--- src/hdl/dsc_pkg.sv ---
// ----------------------------------------------------------------------------
// dsc_pkg
// Shared types, constants and the microcode program of the switch sequencer.
// ----------------------------------------------------------------------------
`default_nettype none

package dsc_pkg;

  // Field widths
  localparam int unsigned NUM_W    = 6;
  localparam int unsigned ACT_W    = 3;
  localparam int unsigned BYTE_W   = 8;
  localparam int unsigned LEN_W    = 3;
  localparam int unsigned VER_W    = 2;
  localparam int unsigned REP_W    = 4;
  localparam int unsigned CFG_IDX_W  = 2;
  localparam int unsigned CFG_DATA_W = 4;
  localparam int unsigned PC_W     = 4;

  // Configuration register indexes
  localparam logic [CFG_IDX_W-1:0] CFG_PROTOCOL_VERSION = 2'd0;
  localparam logic [CFG_IDX_W-1:0] CFG_REPEAT_COUNT     = 2'd1;

  // Protocol constants
  localparam logic [VER_W-1:0]  MAX_VERSION    = 2'd1;
  localparam logic [REP_W-1:0]  MAX_REPEATS    = 4'd14;
  localparam logic [BYTE_W-1:0] FRAME_FIRST    = 8'hE0;
  localparam logic [BYTE_W-1:0] FRAME_REPEAT   = 8'hE1;
  localparam logic [BYTE_W-1:0] SWITCH_ADDR    = 8'h10;
  localparam logic [BYTE_W-1:0] CMD_COMMITTED  = 8'h38;
  localparam logic [BYTE_W-1:0] CMD_UNCOMMITTED = 8'h39;
  localparam logic [3:0]        DATA_HIGH      = 4'hF;
  localparam logic [BYTE_W-1:0] SHORT_WAIT_MS  = 8'd15;
  localparam logic [BYTE_W-1:0] REPEAT_WAIT_MS = 8'd25;
  localparam logic [LEN_W-1:0]  MSG_LEN        = 3'd4;

  typedef enum logic [ACT_W-1:0] {
    ACT_TONE  = 3'd0,
    ACT_VOLT  = 3'd1,
    ACT_WAIT  = 3'd2,
    ACT_MSG   = 3'd3,
    ACT_BURST = 3'd4,
    ACT_ERROR = 3'd5
  } action_t;

  // Source of the action value
  typedef enum logic [2:0] {
    VAL_ZERO,
    VAL_POL,
    VAL_SHORT,
    VAL_REPEAT,
    VAL_BURST,
    VAL_BAND
  } val_sel_t;

  // Jump condition
  typedef enum logic [1:0] {
    JMP_NONE,
    JMP_ALWAYS,
    JMP_REPS_NZ,
    JMP_LOOP_MORE
  } jump_t;

  typedef struct packed {
    action_t          act;
    val_sel_t         val_sel;
    logic             frame_rep;   // E1 framing
    logic             cmd_unc;     // uncommitted command and port nibble
    jump_t            jmp;
    logic [PC_W-1:0]  target;
    logic             load_cnt;
    logic             dec_cnt;
    logic             last;
  } ucode_t;

  // Control from sequencer to datapath
  typedef struct packed {
    logic   start;   // request transfer, latch operands
    logic   step;    // emit one result from word
    ucode_t word;
  } dsc_ctrl_t;

  localparam logic [PC_W-1:0] PC_START = 4'd0;
  localparam logic [PC_W-1:0] PC_ERROR = 4'd15;

  function automatic ucode_t mk(action_t act, val_sel_t vs, logic fr, logic unc,
                                jump_t jmp, logic [PC_W-1:0] tgt,
                                logic ld, logic dec, logic last);
    ucode_t w;
    w.act = act; w.val_sel = vs; w.frame_rep = fr; w.cmd_unc = unc;
    w.jmp = jmp; w.target = tgt; w.load_cnt = ld; w.dec_cnt = dec; w.last = last;
    return w;
  endfunction

  // Microcode program: one result per step
  function automatic ucode_t ucode_rom(logic [PC_W-1:0] pc);
    ucode_t w;
    unique case (pc)
      4'd0:  w = mk(ACT_TONE,  VAL_ZERO,   1'b0, 1'b0, JMP_NONE,      4'd0,  1'b0, 1'b0, 1'b0);
      4'd1:  w = mk(ACT_VOLT,  VAL_POL,    1'b0, 1'b0, JMP_NONE,      4'd0,  1'b0, 1'b0, 1'b0);
      4'd2:  w = mk(ACT_WAIT,  VAL_SHORT,  1'b0, 1'b0, JMP_REPS_NZ,   4'd6,  1'b0, 1'b0, 1'b0);
      // no repeats: uncommitted, wait, committed
      4'd3:  w = mk(ACT_MSG,   VAL_ZERO,   1'b0, 1'b1, JMP_NONE,      4'd0,  1'b0, 1'b0, 1'b0);
      4'd4:  w = mk(ACT_WAIT,  VAL_SHORT,  1'b0, 1'b0, JMP_NONE,      4'd0,  1'b0, 1'b0, 1'b0);
      4'd5:  w = mk(ACT_MSG,   VAL_ZERO,   1'b0, 1'b0, JMP_ALWAYS,    4'd11, 1'b0, 1'b0, 1'b0);
      // committed first, then repeat pairs
      4'd6:  w = mk(ACT_MSG,   VAL_ZERO,   1'b0, 1'b0, JMP_NONE,      4'd0,  1'b1, 1'b0, 1'b0);
      4'd7:  w = mk(ACT_WAIT,  VAL_REPEAT, 1'b0, 1'b0, JMP_NONE,      4'd0,  1'b0, 1'b0, 1'b0);
      4'd8:  w = mk(ACT_MSG,   VAL_ZERO,   1'b0, 1'b1, JMP_NONE,      4'd0,  1'b0, 1'b0, 1'b0);
      4'd9:  w = mk(ACT_WAIT,  VAL_REPEAT, 1'b0, 1'b0, JMP_NONE,      4'd0,  1'b0, 1'b0, 1'b0);
      4'd10: w = mk(ACT_MSG,   VAL_ZERO,   1'b1, 1'b0, JMP_LOOP_MORE, 4'd7,  1'b0, 1'b1, 1'b0);
      // tail: wait, burst, wait, final tone
      4'd11: w = mk(ACT_WAIT,  VAL_SHORT,  1'b0, 1'b0, JMP_NONE,      4'd0,  1'b0, 1'b0, 1'b0);
      4'd12: w = mk(ACT_BURST, VAL_BURST,  1'b0, 1'b0, JMP_NONE,      4'd0,  1'b0, 1'b0, 1'b0);
      4'd13: w = mk(ACT_WAIT,  VAL_SHORT,  1'b0, 1'b0, JMP_NONE,      4'd0,  1'b0, 1'b0, 1'b0);
      4'd14: w = mk(ACT_TONE,  VAL_BAND,   1'b0, 1'b0, JMP_NONE,      4'd0,  1'b0, 1'b0, 1'b1);
      4'd15: w = mk(ACT_ERROR, VAL_ZERO,   1'b0, 1'b0, JMP_NONE,      4'd0,  1'b0, 1'b0, 1'b1);
      default: w = mk(ACT_ERROR, VAL_ZERO, 1'b0, 1'b0, JMP_NONE,      4'd0,  1'b0, 1'b0, 1'b1);
    endcase
    return w;
  endfunction

endpackage

`default_nettype wire

--- src/hdl/dsc_if.sv ---
// ----------------------------------------------------------------------------
// dsc_req_if / dsc_res_if
// Valid/ready channels for switch requests and sequencer actions.
// ----------------------------------------------------------------------------
`default_nettype none

interface dsc_req_if;
  logic                      valid;
  logic                      ready;
  logic [dsc_pkg::NUM_W-1:0] input_number;
  logic                      polarization;
  logic                      band_select;

  modport source (output valid, input ready, output input_number, polarization, band_select);
  modport sink   (input valid, output ready, input input_number, polarization, band_select);
endinterface

interface dsc_res_if;
  logic                       valid;
  logic                       ready;
  logic [dsc_pkg::ACT_W-1:0]  action;
  logic [dsc_pkg::BYTE_W-1:0] action_value;
  logic [dsc_pkg::BYTE_W-1:0] frame_byte;
  logic [dsc_pkg::BYTE_W-1:0] device_address;
  logic [dsc_pkg::BYTE_W-1:0] command_byte;
  logic [dsc_pkg::BYTE_W-1:0] data_byte;
  logic [dsc_pkg::LEN_W-1:0]  message_length;
  logic                       last_action;

  modport source (output valid, input ready, output action, action_value, frame_byte,
                  device_address, command_byte, data_byte, message_length, last_action);
  modport sink   (input valid, output ready, input action, action_value, frame_byte,
                  device_address, command_byte, data_byte, message_length, last_action);
endinterface

`default_nettype wire

--- src/hdl/diseqc_switch_command_sequencer.sv ---
// ----------------------------------------------------------------------------
// diseqc_switch_command_sequencer
// Turns one switch request into the ordered action list of a DiSEqC master.
// ----------------------------------------------------------------------------
//  channel | dir | payload                                         | handshake
//  req     | in  | input_number, polarization, band_select          | valid/ready
//  res     | out | action, action_value, frame/address/cmd/data,    | valid/ready
//          |     | message_length, last_action                       |
//  cfg     | in  | cfg_index, cfg_data                               | cfg_we only
//
// One action leaves per cycle while the output register is free: 10 actions
// with no repeats, 8 + 4 * repeats otherwise, 1 for an unsupported version.
// The microcode step counter sets this; a new request is taken the cycle
// after the last action is loaded. A stalled output holds the step counter.
// Reset clears the configuration registers, the sequencer and output valid.
// ----------------------------------------------------------------------------
`default_nettype none

module diseqc_switch_command_sequencer (
  input  wire logic                             clk,
  input  wire logic                             rst,
  input  wire logic                             cfg_we,
  input  wire logic [dsc_pkg::CFG_IDX_W-1:0]    cfg_index,
  input  wire logic [dsc_pkg::CFG_DATA_W-1:0]   cfg_data,
  dsc_req_if.sink                               req,
  dsc_res_if.source                             res
);
  import dsc_pkg::*;

  logic [VER_W-1:0] protocol_version;
  logic [REP_W-1:0] repeat_count;
  logic             room;
  logic             ready;
  dsc_ctrl_t        ctrl;

  // Configuration writes
  always_ff @(posedge clk) begin
    if (rst) begin
      protocol_version <= '0;
      repeat_count     <= '0;
    end else if (cfg_we) begin
      case (cfg_index)
        CFG_PROTOCOL_VERSION: protocol_version <= cfg_data[VER_W-1:0];
        CFG_REPEAT_COUNT:     repeat_count     <= cfg_data[REP_W-1:0];
        default: ;
      endcase
    end
  end

  assign req.ready = ready;

  dsc_seq u_seq (
    .clk              (clk),
    .rst              (rst),
    .req_valid        (req.valid),
    .req_ready        (ready),
    .room             (room),
    .protocol_version (protocol_version),
    .repeat_count     (repeat_count),
    .ctrl             (ctrl)
  );

  dsc_datapath u_datapath (
    .clk          (clk),
    .rst          (rst),
    .ctrl         (ctrl),
    .input_number (req.input_number),
    .polarization (req.polarization),
    .band_select  (req.band_select),
    .room         (room),
    .res          (res)
  );

endmodule

`default_nettype wire

--- src/hdl/dsc_seq.sv ---
// ----------------------------------------------------------------------------
// dsc_seq
// Step counter, repeat counter and jump logic over the microcode program.
// ----------------------------------------------------------------------------
`default_nettype none

module dsc_seq (
  input  wire logic                        clk,
  input  wire logic                        rst,
  input  wire logic                        req_valid,
  output      logic                        req_ready,
  input  wire logic                        room,
  input  wire logic [dsc_pkg::VER_W-1:0]   protocol_version,
  input  wire logic [dsc_pkg::REP_W-1:0]   repeat_count,
  output      dsc_pkg::dsc_ctrl_t          ctrl
);
  import dsc_pkg::*;

  logic            busy;
  logic [PC_W-1:0] pc;
  logic [REP_W-1:0] cnt;
  logic [REP_W-1:0] reps;
  ucode_t          word;
  logic            start;
  logic            step;
  logic            taken;

  // Saturate the repeat count
  assign reps = (repeat_count > MAX_REPEATS) ? MAX_REPEATS : repeat_count;

  assign word      = ucode_rom(pc);
  assign req_ready = !busy && !rst;
  assign start     = req_valid && req_ready;
  assign step      = busy && room;

  // Evaluate the jump condition
  always_comb begin
    unique case (word.jmp)
      JMP_NONE:      taken = 1'b0;
      JMP_ALWAYS:    taken = 1'b1;
      JMP_REPS_NZ:   taken = (reps != '0);
      JMP_LOOP_MORE: taken = (cnt != REP_W'(1));
      default:       taken = 1'b0;
    endcase
  end

  assign ctrl.start = start;
  assign ctrl.step  = step;
  assign ctrl.word  = word;

  // Advance the program
  always_ff @(posedge clk) begin
    if (rst) begin
      busy <= 1'b0;
      pc   <= PC_START;
      cnt  <= '0;
    end else if (start) begin
      busy <= 1'b1;
      pc   <= (protocol_version > MAX_VERSION) ? PC_ERROR : PC_START;
    end else if (step) begin
      if (word.last) begin
        busy <= 1'b0;
      end
      pc <= taken ? word.target : pc + PC_W'(1);
      if (word.load_cnt) begin
        cnt <= reps;
      end else if (word.dec_cnt) begin
        cnt <= cnt - REP_W'(1);
      end
    end
  end

endmodule

`default_nettype wire

--- src/hdl/dsc_datapath.sv ---
// ----------------------------------------------------------------------------
// dsc_datapath
// Holds the request operands and builds each action into the output register.
// ----------------------------------------------------------------------------
`default_nettype none

module dsc_datapath (
  input  wire logic                      clk,
  input  wire logic                      rst,
  input  wire dsc_pkg::dsc_ctrl_t        ctrl,
  input  wire logic [dsc_pkg::NUM_W-1:0] input_number,
  input  wire logic                      polarization,
  input  wire logic                      band_select,
  output      logic                      room,
  dsc_res_if.source                      res
);
  import dsc_pkg::*;

  logic [NUM_W-1:0]  num;
  logic              pol;
  logic              band;
  logic [BYTE_W-1:0] value;
  logic [3:0]        nibble;
  logic              is_msg;

  // Latch operands on a request transfer
  always_ff @(posedge clk) begin
    if (ctrl.start) begin
      num  <= input_number;
      pol  <= polarization;
      band <= band_select;
    end
  end

  // Select the action value
  always_comb begin
    case (ctrl.word.val_sel)
      VAL_POL:    value = {7'd0, pol};
      VAL_SHORT:  value = SHORT_WAIT_MS;
      VAL_REPEAT: value = REPEAT_WAIT_MS;
      VAL_BURST:  value = {7'd0, num[0]};
      VAL_BAND:   value = {7'd0, band};
      default:    value = '0;
    endcase
  end

  assign nibble = ctrl.word.cmd_unc ? num[5:2] : {num[1:0], pol, band};
  assign is_msg = (ctrl.word.act == ACT_MSG);
  assign room   = !res.valid || res.ready;

  // Load the output register, drop valid once taken
  always_ff @(posedge clk) begin
    if (rst) begin
      res.valid <= 1'b0;
    end else if (ctrl.step) begin
      res.valid <= 1'b1;
    end else if (res.ready) begin
      res.valid <= 1'b0;
    end
  end

  always_ff @(posedge clk) begin
    if (ctrl.step) begin
      res.action         <= ctrl.word.act;
      res.action_value   <= value;
      res.frame_byte     <= is_msg ? (ctrl.word.frame_rep ? FRAME_REPEAT : FRAME_FIRST) : '0;
      res.device_address <= is_msg ? SWITCH_ADDR : '0;
      res.command_byte   <= is_msg ? (ctrl.word.cmd_unc ? CMD_UNCOMMITTED : CMD_COMMITTED)
                                   : '0;
      res.data_byte      <= is_msg ? {DATA_HIGH, nibble} : '0;
      res.message_length <= is_msg ? MSG_LEN : '0;
      res.last_action    <= ctrl.word.last;
    end
  end

endmodule

`default_nettype wire

--- src/flat_wrapper.sv ---
// flat-port wrapper written by rule: the top's interface ports become plain ports
module diseqc_switch_command_sequencer_flat import dsc_pkg::*;
  (clk, rst, cfg_we, cfg_index, cfg_data, req_valid, req_ready, req_input_number, req_polarization, req_band_select, res_valid, res_ready, res_action, res_action_value, res_frame_byte, res_device_address, res_command_byte, res_data_byte, res_message_length, res_last_action);
  dsc_req_if req_i ();
  dsc_res_if res_i ();
  input  wire logic clk;
  input  wire logic rst;
  input  wire logic cfg_we;
  input  wire logic [dsc_pkg::CFG_IDX_W-1:0] cfg_index;
  input  wire logic [dsc_pkg::CFG_DATA_W-1:0] cfg_data;
  input wire logic [$bits(req_i.valid)-1:0] req_valid;
  output wire logic [$bits(req_i.ready)-1:0] req_ready;
  input wire logic [$bits(req_i.input_number)-1:0] req_input_number;
  input wire logic [$bits(req_i.polarization)-1:0] req_polarization;
  input wire logic [$bits(req_i.band_select)-1:0] req_band_select;
  output wire logic [$bits(res_i.valid)-1:0] res_valid;
  input wire logic [$bits(res_i.ready)-1:0] res_ready;
  output wire logic [$bits(res_i.action)-1:0] res_action;
  output wire logic [$bits(res_i.action_value)-1:0] res_action_value;
  output wire logic [$bits(res_i.frame_byte)-1:0] res_frame_byte;
  output wire logic [$bits(res_i.device_address)-1:0] res_device_address;
  output wire logic [$bits(res_i.command_byte)-1:0] res_command_byte;
  output wire logic [$bits(res_i.data_byte)-1:0] res_data_byte;
  output wire logic [$bits(res_i.message_length)-1:0] res_message_length;
  output wire logic [$bits(res_i.last_action)-1:0] res_last_action;
  assign req_i.valid = req_valid;
  assign req_ready = req_i.ready;
  assign req_i.input_number = req_input_number;
  assign req_i.polarization = req_polarization;
  assign req_i.band_select = req_band_select;
  assign res_valid = res_i.valid;
  assign res_i.ready = res_ready;
  assign res_action = res_i.action;
  assign res_action_value = res_i.action_value;
  assign res_frame_byte = res_i.frame_byte;
  assign res_device_address = res_i.device_address;
  assign res_command_byte = res_i.command_byte;
  assign res_data_byte = res_i.data_byte;
  assign res_message_length = res_i.message_length;
  assign res_last_action = res_i.last_action;
  diseqc_switch_command_sequencer u_core (.clk(clk), .rst(rst), .cfg_we(cfg_we), .cfg_index(cfg_index), .cfg_data(cfg_data), .req(req_i), .res(res_i));
endmodule
--- config.mk ---
export PLATFORM = sky130hd
export DESIGN_NAME = diseqc_switch_command_sequencer_flat
export DESIGN_NICKNAME = d
export VERILOG_FILES = /design/src/hdl/dsc_pkg.sv /design/src/hdl/dsc_if.sv /design/src/hdl/diseqc_switch_command_sequencer.sv /design/src/hdl/dsc_seq.sv /design/src/hdl/dsc_datapath.sv /design/src/flat_wrapper.sv
export SDC_FILE = /design/constraint.sdc
export NUM_CORES = 1
export LEC_CHECK = 0
export BUFFER_PORTS_ARGS = -buffer_cell sky130_fd_sc_hd__buf_2
export CAP_MARGIN = 20
export CORE_MARGIN = 2
export CORE_UTILIZATION = 57
export DETAILED_ROUTE_END_ITERATION = 10
export PLACE_DENSITY = 0.84
export SYNTH_ARGS = -nofsm -noshare
export SYNTH_HDL_FRONTEND = slang
export SYNTH_HIERARCHICAL = 1
export SYNTH_SLANG_ARGS = --single-unit
export TNS_END_PERCENT = 10
--- constraint.sdc ---
create_clock -name clk -period 4.3 [get_ports clk]
set_clock_uncertainty 0.1 [all_clocks]
set_input_delay 0.215 -clock clk [delete_from_list [all_inputs] [get_ports clk]]
set_output_delay 0.215 -clock clk [all_outputs]
set_load 0.02 [all_outputs]
== Word-level counts from Yosys, hierarchy flattened ==
Memory sizes are Yosys's and may differ from the RTL's. A register that Yosys moved wholly into a read port is not among the register bits.
Index checks and enable logic that the tools add are counted.

* Memories kept: 1
* Word-level logic and storage cells: 75
* Bits of input ports: 19
* ROM bits: 272
* Flip-flop bits (word level): 71
* Output and inout port bits: 49

* Bitwise logic cells: 1
* Multiplexer cells: 22
* Equal/unequal tests: 11
* $add $sub $neg: 2
* Order comparisons: 2
* Reduce and logical (&&, ||, !) cells: 18

{| class="wikitable"
|+ Memories
! memory !! words !! width !! rd ports !! clocked after Yosys merged registers in !! write ports !! RTL line !! RTL
|-
| (name not given) || 16 || 17 || 1 || 1 || 0 || dsc_pkg.sv:98 || <nowiki>unique case (pc)</nowiki>
|}

{| class="wikitable"
|+ Operators with widths
! operator !! number
|-
| $mux W4 || 10
|-
| $pmux W5 S5 || 1
|-
| $eq A3 B2 Y1 const B || 3
|-
| $mux W8 || 1
|-
| $reduce_bool A2 Y1 || 4
|-
| $mux W1 || 7
|-
| $eq A3 B3 Y1 const B || 2
|-
| $reduce_and A2 Y1 || 3
|-
| $mux W5 || 1
|-
| $add A4 B1 Y4 const B || 1
|-
| $eq A2 B1 Y1 const B || 2
|-
| $eq A2 B2 Y1 const B || 2
|-
| $gt A4 B4 Y1 const B || 1
|-
| $logic_not A2 Y1 || 2
|-
| $ne A4 B1 Y1 const B || 1
|-
| $pmux W1 S4 || 1
|-
| $reduce_bool A4 Y1 || 1
|-
| $sub A4 B1 Y4 const B || 1
|-
| $eq A3 B1 Y1 const B || 1
|-
| $logic_and A1 B1 Y1 || 3
|-
| $logic_not A1 Y1 || 3
|-
| $mux W3 || 1
|-
| $reduce_and A3 Y1 || 1
|-
| $gt A2 B1 Y1 const B || 1
|-
| other kinds (2) || 2
|}

== Longest topological paths before layout ==
Gate-level depths: netlist of the first run.

* Depth after elaboration: 9
* Gate-level depth with buffers: 13

== Cells and area by module ==
Netlist of the first run, hierarchy kept.

{| class="wikitable"
|+ By module, submodules not included
! module !! cells an instance !! times used !! area each (µm²)
|-
| dsc_seq || 154 || 1 || 1301.2
|-
| dsc_datapath || 85 || 1 || 1162.4
|-
| diseqc_switch_command_sequencer || 25 || 1 || 271.5
|}

== Worst setup path before layout of the first run ==
OpenSTA, ideal clock, no wires.

* Path type: flip-flop to flip-flop
* Start point: register u_core.u_seq.busy
* End point: register u_core/u_seq/word[12] (netlist name)
* Buffers on the path: 1
* Arrival: 2.444 ns
* Setup time: 0.120 ns
* Cell stages (with the launch flop): 14
* Slack: 1.636 ns
* Cell sequence: dfxtp_1 buf_2 nor2_1 nand2_2 inv_1 nand2_1 nand2_1 a32oi_1 nor2_1 inv_1 ha_1 and3_1 mux2_4 o31a_1

* Cells in the longest elaborated chain, start to end: 6
* Elaborated cells on any way between the ends: 8
* Those cells by class: mux (3); reduce/logical (5)

{| class="wikitable"
|+ Ends and longest elaborated chain
! item !! RTL line !! RTL
|-
| from (decl) || dsc_seq.sv:19 || <nowiki>logic busy;</nowiki>
|-
| from (signal assigned) || dsc_seq.sv:54 || <nowiki>busy <= 1'b0;</nowiki>
|-
| from (signal assigned) || dsc_seq.sv:58 || <nowiki>busy <= 1'b1;</nowiki>
|-
| from (signal assigned) || dsc_seq.sv:62 || <nowiki>busy <= 1'b0;</nowiki>
|-
| $logic_not A1 Y1 (*) || dsc_seq.sv:32 || <nowiki>assign req_ready = !busy && !rst;</nowiki>
|-
| $logic_and A1 B1 Y1 (*) || dsc_seq.sv:32 ||
|-
| net req_ready || flat_wrapper.sv:12 || <nowiki>output wire logic [$bits(req_i.ready)-1:0] req_ready;</nowiki>
|-
| $logic_and A1 B1 Y1 (*) || dsc_seq.sv:33 || <nowiki>assign start = req_valid && req_ready;</nowiki>
|-
| net u_core.u_seq.start || dsc_seq.sv:24 || <nowiki>logic start;</nowiki>
|-
| $mux W4 / $reduce_bool A2 Y1 (equally long branches) || - ||
|-
| $mux W4 (no line) (*) (2 in a row) || - ||
|}

Mark *: on every way through the listed nets, which the timed path passes. The rest lies on a longest branch.
A chain may end at the register's enable or synchronous reset.

==> results of run 1 <==
-- state kept, by name (all words and copies together) (netlist names) --
name / count
u_core/repeat_count: 4
u_core/u_datapath/res.action_value: 4
u_core/u_datapath/res.action: 3
u_core/u_datapath/res.command_byte: 2
u_core/u_datapath/num: 6
u_core/u_datapath/band: 1
u_core/u_seq/word: 14
u_core/u_seq/busy: 1
u_core/u_seq/pc: 4
u_core/u_datapath/pol: 1
u_core/u_datapath/res.last_action: 1
u_core/u_datapath/res.data_byte: 5
u_core/u_seq/cnt: 4
u_core/u_datapath/res.valid: 1
u_core/protocol_version: 1
u_core/u_datapath/res.frame_byte: 1
-- critical path, delay by kind of cell (launching register included) --
kind            cells  cell delay, ps
fa+ha+maj           1             240
flops               1             480
compound gates      3             870
simple gates        2             430
buf+inv             1             600
mux                 1             270
-- placed cells by master (no fill, tap or decap), types with 4 or more instances in the layout --
master / instances
nand2b_1: 13
dfxtp_1: 29
edfxtp_1: 24
buf_2: 47
inv_1: 12
ha_1: 8
mux2i_1: 14
clkbuf_8: 5
a21oi_1: 15
nor2b_1: 4
nand2_1: 10
o21ai_0: 9
conb_1: 20
nor2_1: 22
dlygate4sd3_1: 8
-- worst paths after layout --
kind         cells after the start  slack (ps)                         endpoint
max                              8        1210            u_core/u_seq/word[12]
max reg2reg                      8        1210            u_core/u_seq/word[12]
min                              3          40           u_core/repeat_count[3]
min reg2reg                      0         340  u_core/u_datapath/res.action[2]
-- cell type report --
cell class | count | area, um2 | area share (%)
clock buffer | 5 | 68.8 | 2.33
tap | 52 | 65.1 | 2.20
clock inverter | 3 | 26.3 | 0.889
multi-input combinational | 172 | 1120 | 38.0
sequential | 53 | 1300 | 44.0
timing repair buffer | 55 | 315 | 10.7
inverter | 14 | 55.1 | 1.86
-- per-layer routing --
layer | up-vias | track usage [%] | part of all wire, %
met2 | 103 | 34.6 | 48
met1 | 893 | 26.6 | 43
met3 | 12 | 4.56 | 7.1
li1 | 931 | - | -
met5 | - | 0 | 0
met4 | 0 | 8.85 | 1.8
-- power groups by stage --
stage	clock network (uW)	logic, uW	registers (uW)
2_1_floorplan	0	118	584
3_3_place_gp	0	140	577
3_5_place_dp	0	144	578
4_1_cts	302	150	567
5_1_grt	317	167	570
6_report	297	153	567
-- through the flow --
stage | setup WS (ps) | cells | total power [uW] | area, um2
2_1_floorplan | 1640 | 278 | 702 | 2760
3_3_place_gp | 1450 | 338 | 717 | 2780
3_5_place_dp | 1320 | 338 | 722 | 2780
4_1_cts | 1290 | 354 | 1020 | 2950
5_1_grt | 1000 | 354 | 1050 | 2950
6_report | 1210 | 354 | 1020 | 2950
-- timing repair --
action                    4_1_cts  5_1_grt
hold endpoints to repair        8        0
setup buffers                   0        0
gates resized for setup         0        0
hold buffers                    8        0
==> summary.txt, run 1 <==
Run status
  – Status: finished, final reports clean

Power
  – Sw Share: 28.7%
  – Combinational share of power: between 10% and 20%
  – Power per cell area: 344 mW/mm2
  – P_sw: ~290 uW
  – Sequential power share: approximately 56%
  – LEAKAGE: 0.00127 uW
  – Max VDD drop: 0.163 mV
  – Total internal power: between 700 and 800 uW
  – Clock Power Share: 29.2%

Worst setup path
  – CP peak stage delay: about 600 ps
  – Crit path DAT: 3200 ps
  – CP Launch Point: u_core/u_seq/busy
  – Slowest CP cell: inv_1
  – Req. time, crit path: 4420 ps
  – RR Startpoint: u_core/u_seq/busy
  – Critical-path cell list: nand2_1 -> inv_1 -> o211ai_1 -> a31oi_1 -> nand2b_1 -> ha_1 -> mux2_4 -> o31a_1
  – Crit path max fanout: 21
  – Crit Path Class: reg -> reg
  – Worst Setup Start Kind: flop
  – Worst Setup End Kind: flop

Clock tree
  – Worst-Skew Late Latency: 320 ps
  – Clock transition at path regs: approximately 100 ps
  – Total CTS buffers: 5
  – Htree depth: 2
  – Root Buffer: clkbuf_8
  – Max clock buf depth: 2
  – Clk sinks: 53
  – CTS tree: done

STA
  – Slew margin rel.: 51.2%
  – Setup TNS: 0 ps
  – Slew Viols, Final: 0
  – Slew @ Worst Pin: 731 ps
  – Min Tclk post-route: slightly above 3000 ps
  – F_max: 324 MHz
  – Fin. Hold Viols: 0
  – RSZ-0062 raised after global routing: false
  – Final Cycle Share: 71.8%
  – Final hold slack: about 40 ps
  – # setup viols final: 0

Detailed routing
  – WL/cell: 14.6 um
  – Antenna-violating nets left: 0
  – Total number of vias: 1939
  – Drt pass-1 iters: 5
  – Drt drc: 0
  – Wirelength, routed: 5160 um
  – Post-DR vias/cell: 5.48
  – Initial DRC count: 204

Floorplan
  – Standard-cell rows: 24
  – Chip Height: 72.6 um
  – Starting Density: around three fifths
  – IO Count: approximately 70
  – Die extent in x: between 70 and 80 um
  – Die Area: between 0.005 and 0.006 mm2
  – Core box area: 0.00444 mm2

Finish
  – Area Growth Syn to Fin: 10.1%
  – Final Util: roughly 66%
  – Layout cells sized above 1: 23.8%
  – Diodes inserted: 0
  – Nets: ~330
  – Fill count: 338

Placed design
  – Routability Congestion: slightly below 0.9
  – Port bufs: 47
  – Post-DP HPWL: about 3700 um

GRT
  – Global-route wire length before repair: 8320 um
  – GRT Resource Usage Total: 21.0%
  – Antenna violations before repair: 0
  – Vias in the first global route: 1724
  – Pin count of the biggest net entering global routing: 27
  – Total gr overflow: 0

Yosys
  – Syn avg cell area: 10.4 um2
  – Yosys Warn Count: 6
  – Post-Syn Instances: 259
  – Post-Syn Area: 0.00268 mm2

Hold path
  – Worst min-delay path class: in -> reg
  – HP Start: cfg_data[3]

Run
  – Max cap viols: 0
No activity file was read; power rests on OpenSTA's default activity.
==> run 2: changes to the inputs <==
ABC_AREA = 1   (was not set)
CORE_UTILIZATION = 48   (was 57)
PLACE_DENSITY = 0.75   (was 0.84)
clock period = 2.5 ns   (was 4.3 ns; I/O delays follow)
==> summary.txt, run 2 <==
Placed design
  – Routability Congestion: 0.838
  – Post-DP HPWL: 3380 um
  – Port bufs: 47
  – Post-Place Setup Slack: 411 ps
  – Placed cells: 413

Clock tree
  – Htree depth: 2
  – Clk sinks: 53
  – Post-CTS Setup Inserts: 0
  – Total CTS buffers: 5
  – Worst-Skew Late Latency: 300 ps
  – Clock transition at path regs: 90 ps
  – Root Buffer: clkbuf_8
  – CTS tree: done
  – Max clock buf depth: 2

STA
  – Slew margin rel.: 61.7%
  – Final Cycle Share: 87.0%
  – Fin. Hold Viols: 0
  – Final hold slack: 33.6 ps
  – # setup viols final: 0
  – F_max: 460 MHz
  – Setup TNS: 0 ps
  – PnR worst setup slack: 324 ps
  – Slew @ Worst Pin: 571 ps
  – RSZ-0062 raised after global routing: false
  – Slew Viols, Final: 0
  – Min Tclk post-route: 2180 ps

Worst setup path
  – Worst Setup End Kind: flop
  – CP top delay family: simple AND/OR/NAND/NOR gates
  – CP peak stage delay: roughly 350 ps
  – Critical-path cell list: inv_1 -> ha_1 -> nand2_1 -> inv_1 -> nand2_1 -> nand2_1 -> nand2_1 -> nand2_1 -> nand3_1 -> nand2_1 -> nand2_1 -> nand2_2 -> ha_1 -> inv_1 -> nand3_1 -> nand3_1 -> nand2_1
  – Buf/Inv on CP: 3
  – Worst Setup Start Kind: flop
  – Critical path's most frequent cell: nand2_1
  – Crit path max fanout: 6
  – Slowest CP cell: dfxtp_1
  – Crit Path Class: reg -> reg
  – Crit path DAT: roughly 2300 ps
  – Req. time, crit path: 2600 ps

Finish
  – Post-route insts no fill: 433
  – Diodes inserted: 0
  – Nets: 387
  – Area Growth Syn to Fin: 13.9%
  – Most common cell after layout, fill and taps aside: nand2_1
  – Largest register FFs: 14
  – Layout cells sized above 1: 23.8%
  – Most frequent cells in the layout: 77 x nand2_1, 47 x buf_2, 34 x inv_1

Power
  – Max VDD drop: 0.301 mV
  – LEAKAGE: between 0.0015 and 0.002 uW
  – Power per cell area: 652 mW/mm2
  – Tot Pwr: 1990 uW

Floorplan
  – Standard-cell rows: 27
  – IO Count: roughly 70
  – Chip Height: 78.8 um
  – Die extent in x: ~79 um
  – Core box area: 0.00544 mm2
  – Starting Density: approximately half
  – Die Area: between 0.006 and 0.007 mm2

Detailed routing
  – Antenna-violating nets left: 0
  – Wirelength, routed: around 4600 um
  – Initial DRC count: 96
  – Total number of vias: about 2k
  – Drt drc: 0
  – WL/cell: 10.6 um
  – Post-DR vias/cell: 4.57
  – Drt pass-1 iters: 4

GRT
  – Pin count of the biggest net entering global routing: 19
  – Global-route wire length before repair: 7740 um
  – Total gr overflow: 0
  – Antenna violations before repair: 0
  – Vias in the first global route: around 1.8k
  – GRT Resource Usage Total: between 10% and 20%

Yosys
  – Post-Syn Instances: 309
  – Yosys Warn Count: 6
  – Syn avg cell area: 8.68 um2
  – Post-Syn Area: 0.00268 mm2

Run
  – Max cap viols: 0

Run status
  – Status: finished, final reports clean

Hold path
  – Worst min-delay path class: in -> reg
-- run 2: layout make-up --
cell class              instances  area, um2
multi-input cells             198       1030
fillers                       468       2380
inverters                      42        163
repair buffers                 60        363
clock buffers                   6       72.6
flip-flops and latches         53       1300
clock inverters                 2       35.0
well taps                      72       90.1
-- run 2: per-stage QoR --
stage	cell area [um2]	util [%]
6_report	3060	56.2
5_1_grt	3060	56.2
4_1_cts	3060	56.2
3_5_place_dp	2830	52.0
3_3_place_gp	2830	52.0
2_1_floorplan	2750	-
-- run 2: power by group --
part	internal [uW]	switching [uW]
sequential	980	42.3
combinational	134	281
clock	297	257
total	1410	580
-- run 2: metal layers --
| layer | vias to the layer above | GRT usage (%) | share of wire [%] |
|---|---|---|---|
| met1 | 897 | 20.0 | 46 |
| met3 | 6 | 3.07 | 4.2 |
| met4 | 0 | 5.09 | 1.2 |
| met2 | 50 | 26.8 | 49 |
| li1 | 1025 | - | - |
| met5 | - | 0 | 0 |
-- run 2: worst register-to-register path: stages, from the launching register on --
cell and delay, ps:
dfxtp_1 350, inv_1 70, ha_1 180, nand2_1 60
inv_1 30, nand2_1 50, nand2_1 100, nand2_1 120
nand2_1 70, nand3_1 80, nand2_1 50, nand2_1 60
nand2_2 90, ha_1 340, inv_1 70, nand3_1 90
nand3_1 100, nand2_1 60
-- run 2: path summary, 6_finish.rpt --
kind	cells after the start	to	slack [ps]	startpoint
setup / recovery	17	u_core/u_seq/word[14]	320	u_core/u_seq/cnt[1]
hold reg to reg	0	u_core/u_datapath/res.last_action	340	u_core/u_seq/word[0]
hold / removal	4	u_core/u_datapath/res.valid	30	res_ready
setup reg to reg	17	u_core/u_seq/word[14]	320	u_core/u_seq/cnt[1]
-- run 2: timing repair --
action,CTS,global route
hold endpoints to repair,12,0
gates resized for setup,0,0
hold buffers,12,0
